[config.mk]
export PLATFORM = sky130hd
export DESIGN_NAME = sync_length_frame_parser
export DESIGN_NICKNAME = d
export VERILOG_FILES = /design/src/slfp_pkg.sv /design/src/slfp_core.sv /design/src/sync_length_frame_parser.sv
export SDC_FILE = /design/constraint.sdc
export NUM_CORES = 1
export LEC_CHECK = 0
export BUFFER_PORTS_ARGS = -buffer_cell sky130_fd_sc_hd__buf_4
export CORE_AREA = 3 3 214 216
export DETAILED_ROUTE_END_ITERATION = 6
export DIE_AREA = 0 0 217 219
export PLACE_DENSITY = 0.69
export SETUP_SLACK_MARGIN = 0.5
export SLEW_MARGIN = 15
export SYNTH_ARGS = -nofsm -noshare
export SYNTH_HDL_FRONTEND = slang
export SYNTH_SLANG_ARGS = --single-unit
[constraint.sdc]
create_clock -name i_clk -period 17 [get_ports i_clk]
set_clock_uncertainty 0.05 [all_clocks]
set_input_delay 3.4 -clock i_clk [delete_from_list [all_inputs] [get_ports i_clk]]
set_output_delay 3.4 -clock i_clk [all_outputs]
set_load 0.02 [all_outputs]
[src/slfp_pkg.sv]
`default_nettype none
package slfp_pkg;

    localparam int COUNT_WIDTH = 32;
    localparam int REPORT_WIDTH = 32;
    localparam int CNT_NUM = 5;

    localparam logic [7:0] SYNC_A = 8'hAA;
    localparam logic [7:0] SYNC_B = 8'h55;
    localparam logic [1:0] SEQ_LAST = 2'd2;

    typedef enum logic [2:0] {
        PH_SYNC,
        PH_LEN,
        PH_PAY,
        PH_TYPE,
        PH_SEQ
    } t_phase;

    typedef enum logic [2:0] {
        EV_NONE,
        EV_PAYLOAD,
        EV_DONE,
        EV_BAD_LEN,
        EV_BAD_TYPE
    } t_event;

    typedef enum logic [1:0] {
        CFG_MAX_PAYLOAD,
        CFG_TYPE_MIN,
        CFG_TYPE_MAX,
        CFG_SEQ_MASK
    } t_cfg_idx;

    typedef enum logic [2:0] {
        CNT_BYTES,
        CNT_FRAMES,
        CNT_BAD_LEN,
        CNT_BAD_TYPE,
        CNT_REPEATS
    } t_cnt;

    typedef struct packed {
        logic [7:0]  max_payload;
        logic [7:0]  type_min;
        logic [7:0]  type_max;
        logic [23:0] seq_mask;
    } t_cfg;

    typedef struct packed {
        t_event                  event_res;
        logic [7:0]              out_byte;
        logic [7:0]              byte_pos;
        logic [7:0]              frame_len;
        logic [7:0]              msg_type;
        logic [23:0]             seq_num;
        logic                    is_repeat;
        logic [REPORT_WIDTH-1:0] count_bytes;
        logic [REPORT_WIDTH-1:0] count_frames;
        logic [REPORT_WIDTH-1:0] count_bad_len;
        logic [REPORT_WIDTH-1:0] count_bad_type;
        logic [REPORT_WIDTH-1:0] count_repeats;
    } t_result;

    typedef struct packed {
        logic [1:0] matched;
        logic       done;
    } t_hunt;

    // One step of the sync word search; a mismatch falls back to a single
    // matched byte when the byte itself opens the sync word.
    function automatic t_hunt hunt_step(input logic [1:0] matched, input logic [7:0] b);
        t_hunt h;
        logic [7:0] expect_byte;
        expect_byte = matched[0] ? SYNC_B : SYNC_A;
        if (b == expect_byte) begin
            h.matched = matched + 2'd1;
            h.done    = (matched == 2'd3);
        end else begin
            h.matched = (b == SYNC_A) ? 2'd1 : 2'd0;
            h.done    = 1'b0;
        end
        return h;
    endfunction

endpackage
`default_nettype wire

[src/slfp_core.sv]
`default_nettype none
module slfp_core (
    input  wire                  i_clk,
    input  wire                  i_rst_n,
    input  wire                  i_en,
    input  wire [7:0]            i_byte,
    input  slfp_pkg::t_cfg       i_cfg,
    output slfp_pkg::t_result    o_res
);
    import slfp_pkg::*;

    t_phase              r_phase, n_phase;
    logic [1:0]          r_matched, n_matched;
    logic [7:0]          r_len, n_len;
    logic [7:0]          r_index, n_index;
    logic [7:0]          r_type, n_type;
    logic [1:0]          r_seen, n_seen;
    logic [23:0]         r_accum, n_accum;
    logic                r_have_prev, n_have_prev;
    logic [7:0]          r_prev_type, n_prev_type;
    logic [23:0]         r_prev_seq, n_prev_seq;
    logic [COUNT_WIDTH-1:0] r_cnt [CNT_NUM];
    logic [COUNT_WIDTH-1:0] n_cnt [CNT_NUM];
    logic [CNT_NUM-1:0]  w_inc;

    logic        w_bad_len;
    logic        w_bad_type;
    logic [23:0] w_accum;
    logic [23:0] w_seq;
    logic        w_repeat;
    logic [7:0]  w_next_index;
    t_hunt       w_hunt_cont;
    t_hunt       w_hunt_fresh;

    assign w_bad_len    = (i_byte == 8'd0) || (i_byte > i_cfg.max_payload);
    assign w_bad_type   = (i_byte < i_cfg.type_min) || (i_byte > i_cfg.type_max);
    assign w_accum      = {r_accum[15:0], i_byte};
    assign w_seq        = w_accum & i_cfg.seq_mask;
    assign w_repeat     = r_have_prev && (r_prev_type == r_type) && (r_prev_seq == w_seq);
    assign w_next_index = r_index + 8'd1;
    assign w_hunt_cont  = hunt_step(r_matched, i_byte);
    assign w_hunt_fresh = hunt_step(2'd0, i_byte);

    always_comb begin
        n_phase     = r_phase;
        n_matched   = r_matched;
        n_len       = r_len;
        n_index     = r_index;
        n_type      = r_type;
        n_seen      = r_seen;
        n_accum     = r_accum;
        n_have_prev = r_have_prev;
        n_prev_type = r_prev_type;
        n_prev_seq  = r_prev_seq;
        w_inc       = '0;
        w_inc[CNT_BYTES] = 1'b1;
        unique case (r_phase)
            PH_SYNC: begin
                n_matched = w_hunt_cont.matched;
                if (w_hunt_cont.done) begin
                    n_phase = PH_LEN;
                end
            end
            PH_LEN: begin
                if (w_bad_len) begin
                    w_inc[CNT_BAD_LEN] = 1'b1;
                    n_phase   = w_hunt_fresh.done ? PH_LEN : PH_SYNC;
                    n_matched = w_hunt_fresh.matched;
                    n_len     = '0;
                    n_index   = '0;
                    n_type    = '0;
                    n_seen    = '0;
                    n_accum   = '0;
                end else begin
                    n_len   = i_byte;
                    n_index = '0;
                    n_phase = PH_PAY;
                end
            end
            PH_PAY: begin
                n_index = w_next_index;
                if (w_next_index == r_len) begin
                    n_phase = PH_TYPE;
                end
            end
            PH_TYPE: begin
                if (w_bad_type) begin
                    w_inc[CNT_BAD_TYPE] = 1'b1;
                    n_phase   = w_hunt_fresh.done ? PH_LEN : PH_SYNC;
                    n_matched = w_hunt_fresh.matched;
                    n_len     = '0;
                    n_index   = '0;
                    n_type    = '0;
                    n_seen    = '0;
                    n_accum   = '0;
                end else begin
                    n_type  = i_byte;
                    n_seen  = '0;
                    n_accum = '0;
                    n_phase = PH_SEQ;
                end
            end
            PH_SEQ: begin
                n_accum = w_accum;
                n_seen  = r_seen + 2'd1;
                if (r_seen == SEQ_LAST) begin
                    w_inc[CNT_FRAMES]  = 1'b1;
                    w_inc[CNT_REPEATS] = w_repeat;
                    n_have_prev = 1'b1;
                    n_prev_type = r_type;
                    n_prev_seq  = w_seq;
                    n_phase   = PH_SYNC;
                    n_matched = '0;
                    n_len     = '0;
                    n_index   = '0;
                    n_type    = '0;
                    n_seen    = '0;
                    n_accum   = '0;
                end
            end
            default: begin
                n_phase   = PH_SYNC;
                n_matched = '0;
                n_len     = '0;
                n_index   = '0;
                n_type    = '0;
                n_seen    = '0;
                n_accum   = '0;
            end
        endcase
        for (int k = 0; k < CNT_NUM; k++) begin
            n_cnt[k] = r_cnt[k] + COUNT_WIDTH'(w_inc[k]);
        end
    end

    always_comb begin
        o_res = '0;
        o_res.event_res = EV_NONE;
        unique case (r_phase)
            PH_LEN: begin
                if (w_bad_len) begin
                    o_res.event_res = EV_BAD_LEN;
                end
            end
            PH_PAY: begin
                o_res.event_res = EV_PAYLOAD;
                o_res.out_byte  = i_byte;
                o_res.byte_pos  = r_index;
                o_res.frame_len = r_len;
            end
            PH_TYPE: begin
                if (w_bad_type) begin
                    o_res.event_res = EV_BAD_TYPE;
                end
            end
            PH_SEQ: begin
                if (r_seen == SEQ_LAST) begin
                    o_res.event_res = EV_DONE;
                    o_res.frame_len = r_len;
                    o_res.msg_type  = r_type;
                    o_res.seq_num   = w_seq;
                    o_res.is_repeat = w_repeat;
                end
            end
            default: begin
                o_res.event_res = EV_NONE;
            end
        endcase
        o_res.count_bytes    = REPORT_WIDTH'(n_cnt[CNT_BYTES]);
        o_res.count_frames   = REPORT_WIDTH'(n_cnt[CNT_FRAMES]);
        o_res.count_bad_len  = REPORT_WIDTH'(n_cnt[CNT_BAD_LEN]);
        o_res.count_bad_type = REPORT_WIDTH'(n_cnt[CNT_BAD_TYPE]);
        o_res.count_repeats  = REPORT_WIDTH'(n_cnt[CNT_REPEATS]);
    end

    always_ff @(posedge i_clk) begin
        if (!i_rst_n) begin
            r_phase     <= PH_SYNC;
            r_matched   <= '0;
            r_len       <= '0;
            r_index     <= '0;
            r_type      <= '0;
            r_seen      <= '0;
            r_accum     <= '0;
            r_have_prev <= 1'b0;
            r_prev_type <= '0;
            r_prev_seq  <= '0;
            for (int k = 0; k < CNT_NUM; k++) begin
                r_cnt[k] <= '0;
            end
        end else if (i_en) begin
            r_phase     <= n_phase;
            r_matched   <= n_matched;
            r_len       <= n_len;
            r_index     <= n_index;
            r_type      <= n_type;
            r_seen      <= n_seen;
            r_accum     <= n_accum;
            r_have_prev <= n_have_prev;
            r_prev_type <= n_prev_type;
            r_prev_seq  <= n_prev_seq;
            for (int k = 0; k < CNT_NUM; k++) begin
                r_cnt[k] <= n_cnt[k];
            end
        end
    end

endmodule
`default_nettype wire

[src/sync_length_frame_parser.sv]
// Byte-serial parser for frames of the form AA 55 AA 55, length, payload,
// message type and a 24-bit big-endian sequence number.
// The input channel takes one received byte per beat (i_valid, o_stall);
// the output channel gives exactly one result beat per input beat
// (o_valid, i_stall), carrying the event, the streamed payload byte or the
// frame completion data, and the five statistics counters after that byte.
// The result is registered and is output in the cycle after acceptance.
// The parser takes one byte per cycle while the output is not stalled:
// the parser state and the result register update together per byte.
// When the receiver stalls, the pending result holds in the output register
// and o_stall rises in the same cycle, so no new byte is taken until the
// result leaves; a byte can be accepted in the cycle the result is taken.
// Synchronous reset returns the parser to the sync hunt, clears the counters
// and the previous-frame record, empties the output register and loads the
// configuration registers with their defaults. Configuration writes through
// i_cfg_we take effect at the next clock edge and must be made while idle.
`default_nettype none
module sync_length_frame_parser (
    input  wire         i_clk,
    input  wire         i_rst_n,
    input  wire         i_valid,
    output logic        o_stall,
    input  wire  [7:0]  i_rx_byte,
    output logic        o_valid,
    input  wire         i_stall,
    output logic [2:0]  o_event_res,
    output logic [7:0]  o_out_byte,
    output logic [7:0]  o_byte_pos,
    output logic [7:0]  o_frame_len,
    output logic [7:0]  o_msg_type,
    output logic [23:0] o_seq_num,
    output logic        o_is_repeat,
    output logic [31:0] o_count_bytes,
    output logic [31:0] o_count_frames,
    output logic [31:0] o_count_bad_len,
    output logic [31:0] o_count_bad_type,
    output logic [31:0] o_count_repeats,
    input  wire         i_cfg_we,
    input  wire  [1:0]  i_cfg_idx,
    input  wire  [23:0] i_cfg_data
);
    import slfp_pkg::*;

    t_cfg    r_cfg;
    t_result w_res;
    t_result r_res;
    logic    r_out_valid;
    logic    w_in_acc;

    assign o_stall  = r_out_valid && i_stall;
    assign w_in_acc = i_valid && !o_stall;

    always_ff @(posedge i_clk) begin
        if (!i_rst_n) begin
            r_cfg.max_payload <= 8'd255;
            r_cfg.type_min    <= 8'd1;
            r_cfg.type_max    <= 8'd255;
            r_cfg.seq_mask    <= 24'hFFFFFF;
        end else if (i_cfg_we) begin
            unique case (t_cfg_idx'(i_cfg_idx))
                CFG_MAX_PAYLOAD: r_cfg.max_payload <= i_cfg_data[7:0];
                CFG_TYPE_MIN:    r_cfg.type_min    <= i_cfg_data[7:0];
                CFG_TYPE_MAX:    r_cfg.type_max    <= i_cfg_data[7:0];
                CFG_SEQ_MASK:    r_cfg.seq_mask    <= i_cfg_data;
                default:         r_cfg             <= r_cfg;
            endcase
        end
    end

    slfp_core u_core (
        .i_clk   (i_clk),
        .i_rst_n (i_rst_n),
        .i_en    (w_in_acc),
        .i_byte  (i_rx_byte),
        .i_cfg   (r_cfg),
        .o_res   (w_res)
    );

    always_ff @(posedge i_clk) begin
        if (!i_rst_n) begin
            r_out_valid <= 1'b0;
        end else begin
            r_out_valid <= w_in_acc || o_stall;
        end
    end

    always_ff @(posedge i_clk) begin
        if (w_in_acc) begin
            r_res <= w_res;
        end
    end

    assign o_valid          = r_out_valid;
    assign o_event_res      = r_res.event_res;
    assign o_out_byte       = r_res.out_byte;
    assign o_byte_pos       = r_res.byte_pos;
    assign o_frame_len      = r_res.frame_len;
    assign o_msg_type       = r_res.msg_type;
    assign o_seq_num        = r_res.seq_num;
    assign o_is_repeat      = r_res.is_repeat;
    assign o_count_bytes    = r_res.count_bytes;
    assign o_count_frames   = r_res.count_frames;
    assign o_count_bad_len  = r_res.count_bad_len;
    assign o_count_bad_type = r_res.count_bad_type;
    assign o_count_repeats  = r_res.count_repeats;

endmodule
`default_nettype wire

# Word-level counts from Yosys, hierarchy flattened
# Memory sizes are Yosys's and may differ from the RTL's.
# Index checks and enable logic that the tools add are counted.
[totals]
memories = 1
ff_bits = 349
ramBits = 160
output_inout_bits = 222
wordCells = 143
in_bits = 39
[memory_table]
columns = ["memory", "words", "word_bits", "read_ports", "rd_clocked_by_memory_dff", "write_ports", "line_no", "source"]
rows = [
  ["u_core.r_cnt", 5, 32, 5, 0, 5, "slfp_core.sv:22", "logic [COUNT_WIDTH-1:0] r_cnt [CNT_NUM];"],
]
[op_classes]
n_addsub = 8
reduce_logical = 24
magnitude_cmp = 3
bitwise_logic = 9
n_mux = 52
eq_ne = 19
[op_table]
columns = ["op", "count"]
rows = [
  ["2-to-1 mux 32 bit", 5],
  ["adder 32 x 1 -> 32 bit", 4],
  ["one-hot mux 8 bit (4 select lines)", 3],
  ["2-to-1 mux 8 bit", 6],
  ["one-hot mux 16 bit (3 select lines)", 1],
  ["2-to-1 mux 41 bit", 1],
  ["adder 32 x 1 -> 32 bit (second input constant)", 1],
  ["2-to-1 mux 16 bit", 2],
  ["bitwise AND 24 bit", 1],
  ["equality test 24 bit", 1],
  ["equality test 8 bit", 3],
  ["2-to-1 mux 3 bit", 7],
  ["greater-than comparator 8 bit", 2],
  ["2-to-1 mux 2 bit", 8],
  ["one-hot mux 8 bit (2 select lines)", 1],
  ["AND reduction 4 bit", 4],
  ["one-hot mux 3 bit (5 select lines)", 1],
  ["2-to-1 mux 1 bit", 14],
  ["one-hot mux 3 bit (4 select lines)", 1],
  ["!= test 2 x 1 -> 1 bit (second input constant)", 5],
  ["one-hot mux 2 bit (5 select lines)", 1],
  ["AND reduction 2 bit", 5],
  ["adder 8 x 1 -> 8 bit (second input constant)", 1],
  ["equality test 2 bit (second input constant)", 4],
  ["19 further kinds", 33],
]

# Logic depth before layout (Yosys ltp)
# Gate-level depths: netlist of run 1.
[logic_depth]
word_depth = 7
mapped_depth = 16
ltp_nobuf = 15

# By module
# Synthesis of run 1 repeated with hierarchy kept, for this count alone.
[unflattened]
hier_cells = 1833
area_unflattened_um2 = 22275.1
[by_module_without_submodules]
columns = ["module", "n_inst", "cells_each", "area_each_um2"]
rows = [
  ["slfp_core", 1, 1410, 13663.1],
  ["sync_length_frame_parser", 1, 423, 8612.0],
]

# Least setup slack after synthesis of run 1
# No wires, ideal clock.
[synth_timing]
path_type = "input -> register"
from = "input i_stall"
to = "memory u_core.r_cnt[2][3], in the netlist u_core.r_cnt[0][67], data pin"
arrival_ps = 10585
path_buffers = 1
slack_ps = 6182
path_stages = 5
setup_ps = 183
t_required_ps = 16767
cell_sequence = "nand2_1 > nand2_1 > inv_1 > clkbuf_1 > and3_1"
[synth_rtl]
columns = ["element", "line_no", "source"]
rows = [
  ["start: declaration", "sync_length_frame_parser.sv:25", "input wire i_stall,"],
  ["end: declaration", "slfp_core.sv:22", ""],
]

# Final worst setup path of run 1
[layout_timing]
from = "input i_stall"
to = "output o_stall"
[layout_between]
elab_chain_cells = 1
[layout_lines]
columns = ["element", "line_no", "source"]
rows = [
  ["logical AND 1 bit", "sync_length_frame_parser.sv:50", "assign o_stall = r_out_valid && i_stall;"],
  ["end: declaration", "sync_length_frame_parser.sv:22", "output logic o_stall,"],
]
# Every way passes these cells.

==> out/qor.csv, run 1 <==
metric,value,unit
die footprint,47520,sq um
Worst Setup Start Kind,input pin,
dpl hpwl,33.88,mm
synth warn,0,
CORE AREA,44120,sq um
clock-pin slew on the worst setup and hold paths,60,ps
synth top area cells,"edfxtp_1 52%, dfxtp_1 12%, xnor2_1 4.7%",
synth unique cells,54,
syn nets,1905,
CP max FO,2,
share of layout cells above drive strength 1,0.1736,
"commonest cells after routing, fill and taps aside","380 x edfxtp_1, 273 x buf_4, 198 x nand2_1",
DR iter-0 viols,1245,
Pleak,10.38,nW
final core occ,0.5933,
worst-skew pair later-pin latency,600,ps
first-pass GRT wire length,79.71,mm
post-synth top area cell,edfxtp_1,
hold buffer count at cts,0,
status,"finished, final reports clean",
WL final,50.84,mm
ys async rst share,0,
largest net degree at the start of global routing,106,
CTS tree,yes,
vias in the first global route,14470,
hold depth,2,
Vias/cell,5.442,
Reg2Reg Setup Slack,12690,ps
Die H,219,microns
Initial Utilization,0.4961,
Tot GR Track Use,0.2105,
final net count,2161,
pwr dens,108.5,nW/um^2
"Primary FF master, synth",edfxtp_1,
worst r2r path cells,13,
Root Driver,clkbuf_16,
DIE WIDTH,217,microns
DRT Pass-1 Iters,5,
vias after detailed routing,14820,
Syn-to-layout area delta,19.60,%
WS Path Type,input pin to output port,
reg2reg end,u_core.r_cnt[0][156]$_SDFFCE_PN0P_,
Final Max Tran Viols,0,
IO buf count,260,
initial antenna violation count,0,
# resized after CTS,0,
crit path launch,i_stall,
final setup violation count,0,
Mapped Area,21890,sq um
Final Cycle Share,0.4252,
Boundary Pins,261,
normalized max-slew margin,0.2294,
post-synth top area share,0.5213,
class of the worst hold path,register to register,
H-tree depth,2,
syn_area_per_cell,11.96,sq um
Setup WS pre-CTS,9665,ps
ANT nets after route,0,
final hold viol count,0,
DRC,0,
Post-synth EDFFs,380,
register area share after synthesis,0.6393,
"FF+latch count, synth",509,
CP endpoint kind,output port,
drt wl/cell,18.67,microns
number of diodes,0,
clk sinks,509,
VDD IR max,72.58,uV
post-route setup slack,9772,ps
unrepaired setup endpoints after global routing,no,
Peak Freq,0.1384,GHz
TritonCTS Buffers,52,
Worst R2R Start,u_core.r_phase[2]$_SDFFE_PN0P_,
max cap viols,0,
measured slew at the worst slew-check pin,1148,ps
"commonest non-fill, non-tap cell in the layout",edfxtp_1,
grt ovf,0,
fin crit period,7228,ps
Placer Congestion,0.8158,
Worst Path Arrival,3780,ps
hold wc startpoint,r_cfg[1]$_SDFFE_PN1P_,
cells after synthesis,1831,
postcts setup bufs,0,
Min-Delay Endpoint,r_cfg[1]$_SDFFE_PN1P_,
setup TNS,0,ps
"Data required, critical path",13550,ps
clk buf depth,3,
# rows,77,
fillers,3613,
==> logic make-up (layout without fill, tap and decap cells) <==
kind of cell | count (synthesis) | after routing | share of synthesized area
flops | 509 | 509 | 0.6393
xor+xnor | 193 | 193 | 0.07722
fa+ha+maj | 35 | 35 | 0.02001
compound gates | 140 | 140 | 0.03841
simple gates | 815 | 815 | 0.1921
buf+inv | 109 | 409 | 0.01926
mux | 30 | 30 | 0.01372
==> report_power, final <==
group | internal [mW] | switching, mW | leakage [nW]
registers | 1.41 | 0.0422 | 5.00
logic | 0.0801 | 0.139 | 4.52
clock network | 0.691 | 0.474 | 0.858
total | 2.18 | 0.655 | 10.4
==> per-layer routing <==
metal,vias to the layer above,GRT usage,part of all wire
met4,0,0.07284,0.033
met1,7247,0.2815,0.43
met3,102,0.04209,0.055
met2,403,0.3453,0.48
li1,7067,-,-
met5,-,0,0
==> registers in the layout, indices dropped and copies added (netlist names), 16 cells and up <==
register	flops
o_count_bad_len	32
o_count_bad_type	32
o_count_bytes	32
o_count_frames	32
o_count_repeats	32
o_seq_num	24
r_cfg	48
u_core.r_accum	16
u_core.r_cnt	160
u_core.r_prev_seq	24
==> critical path, stage by stage <==
cell and delay, ps:
buf_4 110, nand2_1 70, inv_1 50, buf_4 150
==> per-stage QoR <==
stage / cell area, sq um / hold slack (ps) / cells / power (mW)
after floorplan: 21890 / 386.4 / 1831 / 1.605
after global placement: 24430 / 398.1 / 2625 / 1.696
after detailed placement: 24430 / 409.1 / 2625 / 1.702
after CTS: 26180 / 421.6 / 2723 / 2.866
after global routing: 26180 / 439.2 / 2723 / 2.939
final: 26180 / 419.7 / 2723 / 2.840
==> cell type report <==
type	instances	area, sq um	area share
inverter	38	150.1	0.005735
clock buffer	65	1403	0.05358
sequential	509	13990	0.5345
tap	592	740.7	0.02829
clock inverter	33	349.1	0.01333
multi-input combinational	1213	7495	0.2863
timing repair buffer	273	2049	0.07828
==> Yosys cell counts (2+ instances only) <==
cell      count
nand2_1     199
o21ai_0      33
and3_1       73
nand3b_1      2
nor3_4        2
ha_1         35
clkbuf_1     60
a311oi_1      4
and4_1       15
xor2_1       75
nor3b_1       2
nand4b_1      2
a211oi_1      3
inv_1        37
a31oi_1       8
nand2b_1      3
xnor2_1     118
edfxtp_1    380
a211o_1       3
o31ai_1       4
or3_1         2
o211ai_1     16
or2_2         2
nor2_1      139
nor3_1       22
nand4_1      61
and2_1      153
mux2i_1      30
nor2b_1      12
nor4_1       18
dfxtp_1     129
or4_4         3
buf_1         6
nand3_1      99
buf_2         4
a21o_1        2
a21oi_1      58
==> how the worst max path moves through the flow <==
stage | to | slack (ps)
final | o_stall | 9770
after global routing | o_stall | 9750
after CTS | o_stall | 9770
after detailed placement | u_core.r_cnt[0][127]$_SDFFCE_PN0P_ | 9660
after global placement | u_core.r_cnt[0][127]$_SDFFCE_PN0P_ | 9700
after floorplan | u_core.r_cnt[0][67]$_SDFFCE_PN0P_ | 6180
(Power assumes the default switching activity.)
==> run 2, diff against run 1 <==
--- a/config.mk
+++ b/config.mk
@@ -9,7 +9,7 @@
 export CORE_AREA = 3 3 214 216
 export DETAILED_ROUTE_END_ITERATION = 6
 export DIE_AREA = 0 0 217 219
-export PLACE_DENSITY = 0.69
+export PLACE_DENSITY = 0.72
 export SETUP_SLACK_MARGIN = 0.5
 export SLEW_MARGIN = 15
 export SYNTH_ARGS = -nofsm -noshare
==> constraint.sdc (replaced) <==
create_clock -name i_clk -period 6.5 [get_ports i_clk]
set_clock_uncertainty 0.05 [all_clocks]
set_input_delay 1.3 -clock i_clk [delete_from_list [all_inputs] [get_ports i_clk]]
set_output_delay 1.3 -clock i_clk [all_outputs]
set_load 0.02 [all_outputs]
==> out/qor.csv, run 2 (synthesis results as in run 1) <==
metric,value,unit,change
Largest register FFs,160,,unchanged
Final Cycle Share,0.7104,,
Reg2Reg Setup Slack,2020,ps,-10670 ps
CTS tree,yes,,
DRC,0,,unchanged
pwr dens,280.5,nW/um^2,+160%
normalized max-slew margin,0.2793,,+0.04983
Vias/cell,5.472,,+0.55%
CORE AREA,44120,sq um,unchanged
Worst R2R Start,u_core.r_phase[2]$_SDFFE_PN0P_,,
top flop regs,"u_core.r_cnt: 160 flops, r_cfg: 48 flops",,
Die H,219,microns,unchanged
ANT nets after route,0,,unchanged
Boundary Pins,261,,unchanged
IO buf count,260,,unchanged
DIE WIDTH,217,microns,unchanged
Peak Freq,0.2165,GHz,
worst-skew pair later-pin latency,600,ps,about the same
clock-pin slew on the worst setup and hold paths,60,ps,about the same
Initial Utilization,0.4961,,unchanged
Placer Congestion,0.8775,,+7.6%
clk buf depth,3,,unchanged
max cap viols,0,,unchanged
dpl hpwl,33.53,mm,-1.0%
final net count,2159,,-0.093%
Crit path max-delay family,simple AND/OR/NAND/NOR gates,,
"Cell Chain, Critical Path",buf_4 > ha_1 > a211o_1 > a31oi_1 > nor3_1 > o32a_1 > nor2_1 > ha_1 > nand3_2 > or4_4 > nor3_4 > and4_1 > xor2_1 > and2_1,,
VDD IR max,242.1,uV,+230%
initial antenna violation count,1,,+1
largest net degree at the start of global routing,167,,+58%
measured slew at the worst slew-check pin,1071,ps,-76.93 ps
die footprint,47520,sq um,unchanged
hold buffer count at cts,0,,unchanged
WS Path Type,input pin to register,,
Root Driver,clkbuf_16,,
reg2reg end,u_core.r_cnt[0][152]$_SDFFCE_PN0P_,,
DRT Pass-1 Iters,7,,+2
CP endpoint kind,register,,
clk sinks,509,,unchanged
final setup violation count,0,,unchanged
Crit path buffers/inverters,1,,-2
vias in the first global route,14310,,-1.2%
"commonest cells after routing, fill and taps aside","380 x edfxtp_1, 270 x buf_4, 198 x nand2_1",,
WL final,49.98,mm,-1.7%
H-tree depth,2,,unchanged
Reg with most FFs,u_core.r_cnt,,
Final Max Tran Viols,0,,unchanged
slowest cell on the critical path,or4_4,,
Worst Path Arrival,4900,ps,+1120 ps
"Top cell by count, worst path",ha_1,,
# rows,77,,unchanged
setup TNS,0,ps,unchanged
Final Instance Area,26140,sq um,-0.15%
share of layout cells above drive strength 1,0.1754,,+0.001737
Tot GR Track Use,0.2046,,-0.005882
"commonest non-fill, non-tap cell in the layout",edfxtp_1,,
postcts setup bufs,0,,unchanged
hold wc startpoint,r_cfg[9]$_SDFFE_PN1P_,,
drt wl/cell,18.38,microns,-1.5%
worst r2r path cells,13,,unchanged
"Data required, critical path",6780,ps,-6770 ps
final hold viol count,0,,unchanged
DR iter-0 viols,1151,,-7.6%
CP max FO,14,,+12
crit path launch,i_rx_byte[2],,
status,"finished, final reports clean",,
grt ovf,0,,unchanged
number of diodes,0,,unchanged
unrepaired setup endpoints after global routing,no,,
class of the worst hold path,register to register,,
final core occ,0.5924,,-0.0009070
first-pass GRT wire length,77.61,mm,-2.6%
Min-Delay Endpoint,r_cfg[9]$_SDFFE_PN1P_,,
Pleak,10.36,nW,-0.17%
post-placement cell area,24430,sq um,about the same
# resized after CTS,0,,unchanged
TritonCTS Buffers,52,,unchanged
fin crit period,4618,ps,
max incr delay on CP,610,ps,+460 ps
Worst Setup Start Kind,input pin,,
hold depth,2,,unchanged
Syn-to-layout area delta,19.42,%,
vias after detailed routing,14880,,+0.40%
## run 2: cell count changes in the layout (fill, tap and decap cells not counted), moves of 3 or more
cell	before	now
clkbuf_1	10	6
clkinv_2	11	15
buf_4	273	270
bufinv_16	7	4
clkbuf_8	1	4
clkinv_1	10	7
## run 2: worst register-to-register path: stages, from the launching register on
cell	delay, ps
dfxtp_1	670
or3b_1	480
nor2_1	150
nand2_1	100
nor4_1	390
nand4_1	180
nor4_1	270
ha_1	300
ha_1	250
nand3_1	170
nor3_1	700
nand3_1	190
xnor2_1	180
and2_1	150
## run 2: metrics by stage
stage | hold slack (ps) | power, mW | worst slack, ps | cells
after floorplan | 386.4 | 4.183 | 1277 | 1831
after global placement | 397.2 | 4.434 | 1271 | 2623
after detailed placement | 407.9 | 4.449 | 1246 | 2623
after CTS | 420.9 | 7.405 | 1871 | 2719
after global routing | 437.1 | 7.578 | 1557 | 2719
final | 416.5 | 7.332 | 1882 | 2719
## run 2: worst max path at each step
stage	end	slack, ps	cells past startpoint
after floorplan	u_core.r_cnt[0][67]$_SDFFCE_PN0P_	1280	5
after global placement	u_core.r_cnt[0][127]$_SDFFCE_PN0P_	1270	14
after detailed placement	u_core.r_cnt[0][127]$_SDFFCE_PN0P_	1250	14
after CTS	u_core.r_cnt[0][127]$_SDFFCE_PN0P_	1870	14
after global routing	u_core.r_cnt[0][127]$_SDFFCE_PN0P_	1560	14
final	u_core.r_cnt[0][127]$_SDFFCE_PN0P_	1880	14
## run 2: final cells by class
cell class | instances | area [sq um]
fillers | 3593 | 17980
flip-flops and latches | 509 | 13990
inverters | 38 | 150.1
clock buffers | 65 | 1434
clock inverters | 31 | 270.3
repair buffers | 271 | 2047
well taps | 592 | 740.7
multi-input cells | 1213 | 7505
## run 2: power breakdown
group          total [mW]  switching, mW  internal [mW]  leakage [nW]
combinational       0.574          0.364          0.210          4.51
sequential           3.81          0.110           3.70          5.00
clock                2.95           1.23           1.72         0.847
## run 2: per-layer routing
metal | up-vias | GRT usage | routed length, microns
met1 | 7238 | 0.2737 | 21140
met3 | 99 | 0.04168 | 3274
met5 | - | 0 | 10
met2 | 479 | 0.3411 | 24270
li1 | 7061 | - | -
met4 | 2 | 0.05849 | 1281
==> run 3, diff against run 2 <==
--- a/config.mk
+++ b/config.mk
@@ -9,7 +9,7 @@
 export CORE_AREA = 3 3 214 216
 export DETAILED_ROUTE_END_ITERATION = 6
 export DIE_AREA = 0 0 217 219
-export PLACE_DENSITY = 0.72
+export PLACE_DENSITY = 0.69
 export SETUP_SLACK_MARGIN = 0.5
 export SLEW_MARGIN = 15
 export SYNTH_ARGS = -nofsm -noshare
==> constraint.sdc (replaced) <==
create_clock -name i_clk -period 4.77 [get_ports i_clk]
set_clock_uncertainty 0.05 [all_clocks]
set_input_delay 0.954 -clock i_clk [delete_from_list [all_inputs] [get_ports i_clk]]
set_output_delay 0.954 -clock i_clk [all_outputs]
set_load 0.02 [all_outputs]
==> out/qor.csv, run 3 (synthesis results as in run 1) <==
metric,value,unit,change
CP endpoint kind,register,,
DRT Pass-1 Iters,5,,-2
fin crit period,3961,ps,
die footprint,47520,sq um,unchanged
drt wl/cell,18.44,microns,+0.34%
Worst Path Arrival,4250,ps,-650 ps
clock-pin slew on the worst setup and hold paths,60,ps,about the same
Tot GR Track Use,0.2085,,+0.003881
CTS tree,yes,,
"Top cell by count, worst path",ha_1,,
dpl hpwl,33.92,mm,+1.2%
vias after detailed routing,14730,,-1.0%
DIE WIDTH,217,microns,unchanged
final hold viol count,0,,unchanged
Reg2Reg Setup Slack,900,ps,-1120 ps
worst r2r path cells,13,,unchanged
ANT nets after route,0,,unchanged
Root Driver,clkbuf_16,,
final setup violation count,0,,unchanged
Worst R2R Start,u_core.r_phase[2]$_SDFFE_PN0P_,,
largest net degree at the start of global routing,141,,-16%
crit path launch,i_rx_byte[2],,
CP max FO,5,,-9
Vias/cell,5.411,,-1.1%
"commonest non-fill, non-tap cell in the layout",edfxtp_1,,
normalized max-slew margin,0.2630,,-0.01630
Tot Pwr,10.03,mW,+37%
clk sinks,509,,unchanged
Placer Congestion,0.8492,,-3.2%
Pleak,10.38,nW,+0.14%
initial antenna violation count,0,,-1
final core occ,0.5943,,+0.001928
Final Cycle Share,0.8303,,
Worst Setup Start Kind,input pin,,
max incr delay on CP,590,ps,-20 ps
Reg with most FFs,u_core.r_cnt,,
critical path endpoint,u_core.r_cnt[0][127]$_SDFFCE_PN0P_,,
number of diodes,0,,unchanged
placed insts,2632,,+0.34%
IO buf count,260,,unchanged
CORE AREA,44120,sq um,unchanged
setup TNS,0,ps,unchanged
pwr dens,382.5,nW/um^2,+36%
Final Max Tran Viols,0,,unchanged
share of layout cells above drive strength 1,0.1737,,-0.001655
grt ovf,0,,unchanged
Die H,219,microns,unchanged
measured slew at the worst slew-check pin,1098,ps,+26.95 ps
Largest register FFs,160,,unchanged
"Cell Chain, Critical Path",buf_4 > ha_1 > a211o_1 > a31oi_1 > nor3_1 > o32a_1 > nor2_1 > ha_1 > nand3_2 > or4_4 > nor3_4 > and4_1 > xor2_1 > and2_1,,
Boundary Pins,261,,unchanged
Finished Layout Cells,2722,,+0.11%
vias in the first global route,14420,,+0.79%
clk buf depth,3,,unchanged
class of the worst hold path,register to register,,
top flop regs,"u_core.r_cnt: 160 flops, r_cfg: 48 flops",,
WL final,50.20,mm,+0.45%
hold buffer count at cts,0,,unchanged
# rows,77,,unchanged
DRC,0,,unchanged
unrepaired setup endpoints after global routing,no,,
final net count,2169,,+0.46%
first-pass GRT wire length,79.18,mm,+2.0%
slowest cell on the critical path,or4_4,,
status,"finished, final reports clean",,
postcts setup bufs,0,,unchanged
reg2reg end,u_core.r_cnt[0][60]$_SDFFCE_PN0P_,,
WS Path Type,input pin to register,,
post-placement cell area,24520,sq um,+0.39%
TritonCTS Buffers,53,,+1.9%
VDD IR max,283.5,uV,+17%
"commonest cells after routing, fill and taps aside","380 x edfxtp_1, 277 x buf_4, 198 x nand2_1",,
# resized after CTS,0,,unchanged
max cap viols,0,,unchanged
"Data required, critical path",5060,ps,-1720 ps
Syn-to-layout area delta,19.81,%,
fillers,3597,,+0.11%
DR iter-0 viols,1288,,+12%
Initial Utilization,0.4961,,unchanged
Peak Freq,0.2525,GHz,
worst-skew pair later-pin latency,580,ps,-20 ps
Final Instance Area,26230,sq um,+0.33%
H-tree depth,2,,unchanged
run 3: per-stage QoR:
| stage | setup WS (ps) | hold slack [ps] |
|---|---|---|
| 6_report | 809.5 | 419.2 |
| 5_1_grt | 550.9 | 429.4 |
| 4_1_cts | 837.0 | 417.5 |
| 3_5_place_dp | 216.9 | 408.3 |
| 3_3_place_gp | 239.9 | 399.7 |
| 2_1_floorplan | 522.4 | 386.4 |
run 3: layout make-up:
cell class | count | area (sq um) | area share
sequential | 509 | 13990 | 0.5336
clock inverter | 29 | 290.3 | 0.01107
inverter | 38 | 150.1 | 0.005725
multi-input combinational | 1213 | 7512 | 0.2864
tap | 592 | 740.7 | 0.02824
timing repair buffer | 280 | 2140 | 0.08158
clock buffer | 61 | 1399 | 0.05334
run 3: metal layers:
| layer | vias to the layer above | share of wire | track usage |
|---|---|---|---|
| met3 | 65 | 0.057 | 0.03115 |
| met1 | 7147 | 0.43 | 0.2834 |
| li1 | 7067 | - | - |
| met4 | 0 | 0.019 | 0.05545 |
| met2 | 450 | 0.49 | 0.3532 |
| met5 | - | 0 | 0 |
run 3: where the power goes:
group          internal [mW]  leakage (nW)  switching [mW]
logic                  0.292          4.57           0.496
registers               5.04          5.00           0.151
clock network           2.40         0.805            1.66
total                   7.73          10.4            2.30
run 3: worst min-delay path by stage:
stage | slack [ps] | endpoint | cells past startpoint | start
global placement | 400 | u_core.r_have_prev$_SDFFE_PN0P_ | 2 | u_core.r_have_prev$_SDFFE_PN0P_
floorplan | 390 | u_core.r_have_prev$_SDFFE_PN0P_ | 2 | u_core.r_have_prev$_SDFFE_PN0P_
finish | 420 | u_core.r_prev_type[3]$_SDFFE_PN0P_ | 2 | u_core.r_prev_type[3]$_SDFFE_PN0P_
CTS | 420 | u_core.r_prev_type[3]$_SDFFE_PN0P_ | 2 | u_core.r_prev_type[3]$_SDFFE_PN0P_
global route | 430 | u_core.r_prev_type[3]$_SDFFE_PN0P_ | 2 | u_core.r_prev_type[3]$_SDFFE_PN0P_
detailed placement | 410 | r_cfg[0]$_SDFFE_PN1P_ | 2 | r_cfg[0]$_SDFFE_PN1P_
run 3: worst max-delay path, delay by kind of cell:
family                     cells  cell delay, ps
adders and majority gates      2             600
buffers and inverters          1             120
AOI/OAI and AO/OA              3             740
xor gates and xnor gates       1              80
and+or+nand+nor                7            1760
